## config.mk

```make
export PLATFORM = sky130hd
export DESIGN_NAME = grt_ctrl
export DESIGN_NICKNAME = d
export VERILOG_FILES = /design/src/rtl/grt_pkg.sv /design/src/rtl/grt_ctrl.sv
export SDC_FILE = /design/constraint.sdc
export NUM_CORES = 1
export LEC_CHECK = 0
export ABC_AREA = 1
export BUFFER_PORTS_ARGS = -buffer_cell sky130_fd_sc_hd__buf_2
export CORE_AREA = 10 10 47 49
export CTS_CLUSTER_DIAMETER = 120
export DETAILED_ROUTE_END_ITERATION = 6
export DIE_AREA = 0 0 57 59
export SYNTH_ARGS = -nofsm -noshare
export SYNTH_HDL_FRONTEND = slang
export SYNTH_SLANG_ARGS = --single-unit
```

## constraint.sdc

```tcl
create_clock -name clk -period 2.83 [get_ports clk]
set_input_delay 0.283 -clock clk [delete_from_list [all_inputs] [get_ports clk]]
set_output_delay 0.283 -clock clk [all_outputs]
set_load 0.1 [all_outputs]
```

## src/rtl/grt_pkg.sv

```systemverilog
// ----------------------------------------------------------------------------
// grt_pkg
// widths, codes and control types of the grid ray traversal block
// ----------------------------------------------------------------------------
package grt_pkg;

	localparam int POS_W      = 21;
	localparam int FRAC_W     = 16;
	localparam int COL_W      = 5;
	localparam int CODE_W     = 4;
	localparam int DIR_W      = 16;
	localparam int MAG_W      = 16;
	localparam int QUO_W      = 32;
	localparam int DIV_CNT_W  = $clog2(QUO_W);
	localparam int F_W        = FRAC_W + 1;
	localparam int PROD_W     = F_W + QUO_W;
	localparam int SIDE_W     = QUO_W + 1;
	localparam int DIST_W     = 22;
	localparam int CFG_IDX_W  = 1;

	localparam logic [DIST_W-1:0] DIST_MAX     = 22'h3F_FFFF;
	localparam logic [QUO_W-1:0]  STEP_SAT     = 32'hFFFF_FFFF;
	localparam logic [F_W-1:0]    ONE_Q16      = 17'h1_0000;
	localparam logic [POS_W-1:0]  VIEWER_RESET = 21'd98304;

	localparam logic OP_WRITE = 1'b0;
	localparam logic OP_CAST  = 1'b1;

	localparam logic [CFG_IDX_W-1:0] CFG_VIEWER_X = 1'b0;
	localparam logic [CFG_IDX_W-1:0] CFG_VIEWER_Y = 1'b1;

	typedef struct packed {
		logic clear;
		logic wr_cell;
		logic start_cast;
		logic load_setup;
		logic step;
		logic check;
		logic load_out;
	} grt_cmd_t;

	typedef struct packed {
		logic clr_last;
		logic div_done;
		logic oob;
		logic wall_nz;
		logic steps_last;
		logic out_busy;
	} grt_status_t;

endpackage

```

## src/rtl/grt_ctrl.sv

```systemverilog
// ----------------------------------------------------------------------------
// grt_ctrl
// sequencer for grid clear, cell writes and ray casts
// ----------------------------------------------------------------------------
module grt_ctrl import grt_pkg::*; (
	input  logic        clk,
	input  logic        arst_n,
	input  logic        in_valid,
	input  logic        in_opcode,
	output logic        in_ready,
	input  grt_status_t status,
	output grt_cmd_t    cmd
);

	localparam logic [2:0] ST_CLEAR  = 3'd0;
	localparam logic [2:0] ST_IDLE   = 3'd1;
	localparam logic [2:0] ST_DIV    = 3'd2;
	localparam logic [2:0] ST_SETUP  = 3'd3;
	localparam logic [2:0] ST_STEP   = 3'd4;
	localparam logic [2:0] ST_CHECK  = 3'd5;
	localparam logic [2:0] ST_FINISH = 3'd6;

	logic [2:0] state_q, state_nx;

	always_ff @(posedge clk or negedge arst_n) begin
		if (!arst_n) begin
			state_q <= ST_CLEAR;
		end else begin
			state_q <= state_nx;
		end
	end

	always_comb begin
		state_nx = state_q;
		cmd      = '0;
		in_ready = 1'b0;
		case (state_q)
			ST_CLEAR: begin
				cmd.clear = 1'b1;
				if (status.clr_last) begin
					state_nx = ST_IDLE;
				end
			end
			ST_IDLE: begin
				in_ready = 1'b1;
				if (in_valid) begin
					if (in_opcode == OP_CAST) begin
						cmd.start_cast = 1'b1;
						state_nx       = ST_DIV;
					end else begin
						cmd.wr_cell = 1'b1;
					end
				end
			end
			ST_DIV: begin
				if (status.div_done) begin
					state_nx = ST_SETUP;
				end
			end
			ST_SETUP: begin
				cmd.load_setup = 1'b1;
				state_nx       = ST_STEP;
			end
			ST_STEP: begin
				cmd.step = 1'b1;
				state_nx = ST_CHECK;
			end
			ST_CHECK: begin
				cmd.check = 1'b1;
				if (status.oob || status.wall_nz || status.steps_last) begin
					state_nx = ST_FINISH;
				end else begin
					state_nx = ST_STEP;
				end
			end
			ST_FINISH: begin
				if (!status.out_busy) begin
					cmd.load_out = 1'b1;
					state_nx     = ST_IDLE;
				end
			end
			default: begin
				state_nx = ST_IDLE;
			end
		endcase
	end

endmodule

```

# Word-level counts from Yosys, hierarchy flattened
# Index checks and enable logic that the tools add are counted.
[word_totals]
register_bits = 3
latch_bits = 0
ram_bits = 0
mem_bits_ro = 0
out_inout_bits = 8
n_memories = 0
[op_classes]
addsub = 0
mul = 0
div_mod_pow = 0
magnitude_cmp = 0
eq_ne = 11
shift = 0
n_mux = 18
bitwise = 0
reduce_logical = 4
[ops]
columns = ["cell", "n"]
rows = [
  ["one-hot mux 3 bit (7 select lines)", 1],
  ["2-to-1 mux 3 bit", 5],
  ["!= test 2 bit, second input constant", 5],
  ["== test 3 bit, second input constant", 3],
  ["2-to-1 mux 1 bit", 9],
  ["== test 3 x 2 -> 1 bit, second input constant", 2],
  ["2-to-1 mux 2 bit", 3],
  ["AND reduction 5 bit", 1],
  ["== test 3 x 1 -> 1 bit, second input constant", 1],
  ["zero test 3 bit", 1],
  ["logical OR 1 bit", 2],
]

# Logic depth before layout (Yosys ltp)
[logic_depth]
ltp_word = 4
mapped_depth = 8

# Worst setup path before layout
# Ideal clock, no wire load.
[synth_path]
path_type = "register to output"
startpoint = "register state_q[0]"
endpoint = "output port cmd[0] (netlist bit)"
arrival_ns = 3.424
path_slack_ns = -0.877
stages_incl_launch_ff = 3
n_path_buf = 1
cell_sequence = "dfrtp_1 -> buf_6 -> nor4_1"
[synth_lines]
columns = ["element", "line_no", "rtl"]
rows = [
  ["from (decl)", "grt_ctrl.sv:23", "logic [2:0] state_q, state_nx;"],
  ["from (signal assigned)", "grt_ctrl.sv:29", "state_q <= state_nx;"],
  ["to (decl)", "grt_ctrl.sv:12", "output grt_cmd_t cmd"],
]

==> impl_metrics.py <==
metrics = {
    "synthesis": {
        "synth_area_leaders": "dfrtp_1 25%, nand2_1 16%, nor2_4 7.5%, nand3_2 6.6%, nor2_1 6.2%",
        "yosysSeqAreaShare": 0.2490,
        "synth_top_area_frac": 0.2490,
        "synth_top_area_cell": "dfrtp_1",
        "netlist_area_um2": 301.5,
        "yosys_warnings": 0,
        "synth_nets": 55,
        "syn_avg_cell_area_um2": 6.701,
        "synth_seq_cells": 3,
        "ys_types": 19,
        "synthCells": 45,
    },
    "floorplan": {
        "num_io_pins": 18,
        "coreArea_um2": 1401,
        "std_cell_rows": 14,
        "die_w_um": 57,
        "start_util": 0.2152,
        "die_area_um2": 3363,
        "die_h_um": 59,
    },
    "sta": {
        "fin_skew_ns": 0.0003399,
        "slew-limit-headroom": 0.6752,
        "max_freq_mhz": 494.4,
        "grt_setup_unrepaired": "no",
        "drv_slew": 0,
        "worst_pin_slew_ns": 0.4906,
        "fin_setup_tns_ns": 0,
        "fin_crit_sh": 0.7147,
        "setup_viol": 0,
        "layout_min_cycle_time_ns": 2.023,
        "hold_viol_final": 0,
    },
    "routing": {
        "vias": 334,
        "drt_drc_violations_left": 0,
        "vias_per_cell": 4.073,
        "drt_iter0_markers": 3,
        "routedWlPerCell_um": 9.317,
        "drtAntennaViolNets": 0,
        "drt-total-wl_um": 764,
        "drt-pass1-iter-count": 4,
    },
    "placement": {
        "hpwlAfterDp_um": 676.9,
        "globalplace.congestion": 0.7215,
        "io_buffers": 17,
    },
    "global_route": {
        "grt_max_degree": 9,
        "grt_use_total": 0.04752,
        "globalRouteMet3Util": 0.01502,
        "met2_usage": 0.08062,
        "grt_busiest_layer": "met2",
        "grt_pass1_wl_mm": 1.359,
        "grt_overflow_total": 0,
        "grt_pass1_vias": 355,
        "met1_usage": 0.04982,
        "antenna_found_initial": 0,
    },
    "clock_tree": {
        "clkLatencyLatePin_ns": 0.23,
        "clk_pin_slew_worst_paths_ns": 0.04,
        "numCtsBuffers": 3,
        "cts-root-buf": "clkbuf_4",
        "numClockSinks": 3,
        "cts_tree": "built",
        "clockBufferDepth": 2,
        "htreeDepth": 1,
        "cts_resized": 0,
    },
    "run": {
        "maxCapViolations": 0,
    },
    "status": {
        "status": "complete, no violations",
    },
    "setup_path": {
        "crit_fanout": 8,
        "worstSetupPathType": "reg -> out",
        "ff2ff_setup_slack_ns": 1.61,
        "start_kind": "flop",
        "critical_path_arrival_ns": 1.74,
        "worstReg2RegStart": "state_q[0]$_DFFE_PN0P_",
        "critical_path_required_ns": 2.55,
        "end_kind": "primary output",
        "r2r-end": "state_q[1]$_DFFE_PN0P_",
        "ff2ff_path_depth": 7,
    },
    "layout": {
        "syn_to_final_growth_pct": 49.38,
        "diodes": 0,
        "finalNetCount": 77,
        "largest_registers": "state_q (3)",
        "drive_above_1_share": 0.5455,
        "largest_register_ffs": 3,
        "largest_register": "state_q",
    },
    "worst_hold_path": {
        "hold_class": "in -> async",
    },
}
## worst max-delay path, cell delays in order (launching register included)
cell,delay (ns)
dfrtp_1,0.56
inv_2,0.10
nor2_2,0.13
nand2_1,0.10
inv_1,0.08
nand2_1,0.06
nor2_2,0.06
buf_2,0.42
## timing repair
item,4_1_cts,5_1_grt
hold endpoints to repair,3,0
setup buffers,0,0
setup endpoints to repair,0,0
hold buffers,1,0
## logic make-up after synthesis
group,count (synthesis),share of synthesized area
simple gates,32,0.5726
buf+inv,7,0.1203
flops,3,0.2490
compound gates,3,0.05807
## worst max path at each step
stage                                 from      to  slack (ns)
global placement    state_q[0]$_DFFE_PN0P_  cmd[5]        1.04
CTS                 state_q[0]$_DFFE_PN0P_  cmd[5]        0.78
finish              state_q[0]$_DFFE_PN0P_  cmd[5]        0.81
global route        state_q[0]$_DFFE_PN0P_  cmd[5]        0.60
floorplan           state_q[1]$_DFFE_PN0P_  cmd[0]        0.28
detailed placement  state_q[0]$_DFFE_PN0P_  cmd[5]        1.04
## through the flow
stage / instances / hold WS [ns] / cell area [um2] / setup slack [ns] / utilization
final: 82 / 0.3792 / 450.4 / 0.8074 / 0.3214
after global routing: 82 / 0.3854 / 450.4 / 0.5977 / 0.3214
after CTS: 82 / 0.3703 / 450.4 / 0.7834 / 0.3214
after detailed placement: 77 / 0.08046 / 414.1 / 1.039 / 0.2955
after global placement: 77 / 0.08009 / 414.1 / 1.045 / 0.2955
after floorplan: 45 / -0.01259 / 320.3 / 0.2777 / -
## cell usage in the layout, fill, tap and decap left out
cell type,count
nand2_1,13
inv_1,3
nor2_2,3
inv_4,1
dfrtp_1,3
nor4_2,1
o21ai_0,1
dlygate4sd3_1,1
nand3_1,1
inv_2,2
buf_2,17
nand3_2,2
nand2_2,2
nor2_1,4
clkbuf_4,3
nor3_2,3
clkbuf_1,1
nand4_1,1
o21bai_1,1
nor2_4,2
a21oi_1,1
## metal layers
layer | vias to the layer above | share of wire
li1 | 185 | -
met1 | 141 | 0.42
met2 | 8 | 0.52
met3 | 0 | 0.055
met4 | 0 | 0
met5 | - | 0
## synthesized netlist by cell type (all sizes together)
cell type and instances:
buf 1, dfrtp 3, nor3 3, nor4 1
nor2 9, inv 6, nand4 1, nand3 3
o21bai 1, nand2 15, o21ai 1, a21oi 1
## area by class of cell
cell class                 instances  area [um2]
clock buffer                       4       26.28
inverter                           6       25.02
tap                               16       20.02
fill                             166       950.9
timing repair buffer              18       95.09
sequential                         3       75.07
multi-input combinational         35       209.0
Power is left out: the tool's default activity adds up to more than one toggle a clock period on the data nets, which glitch-free logic cannot reach.
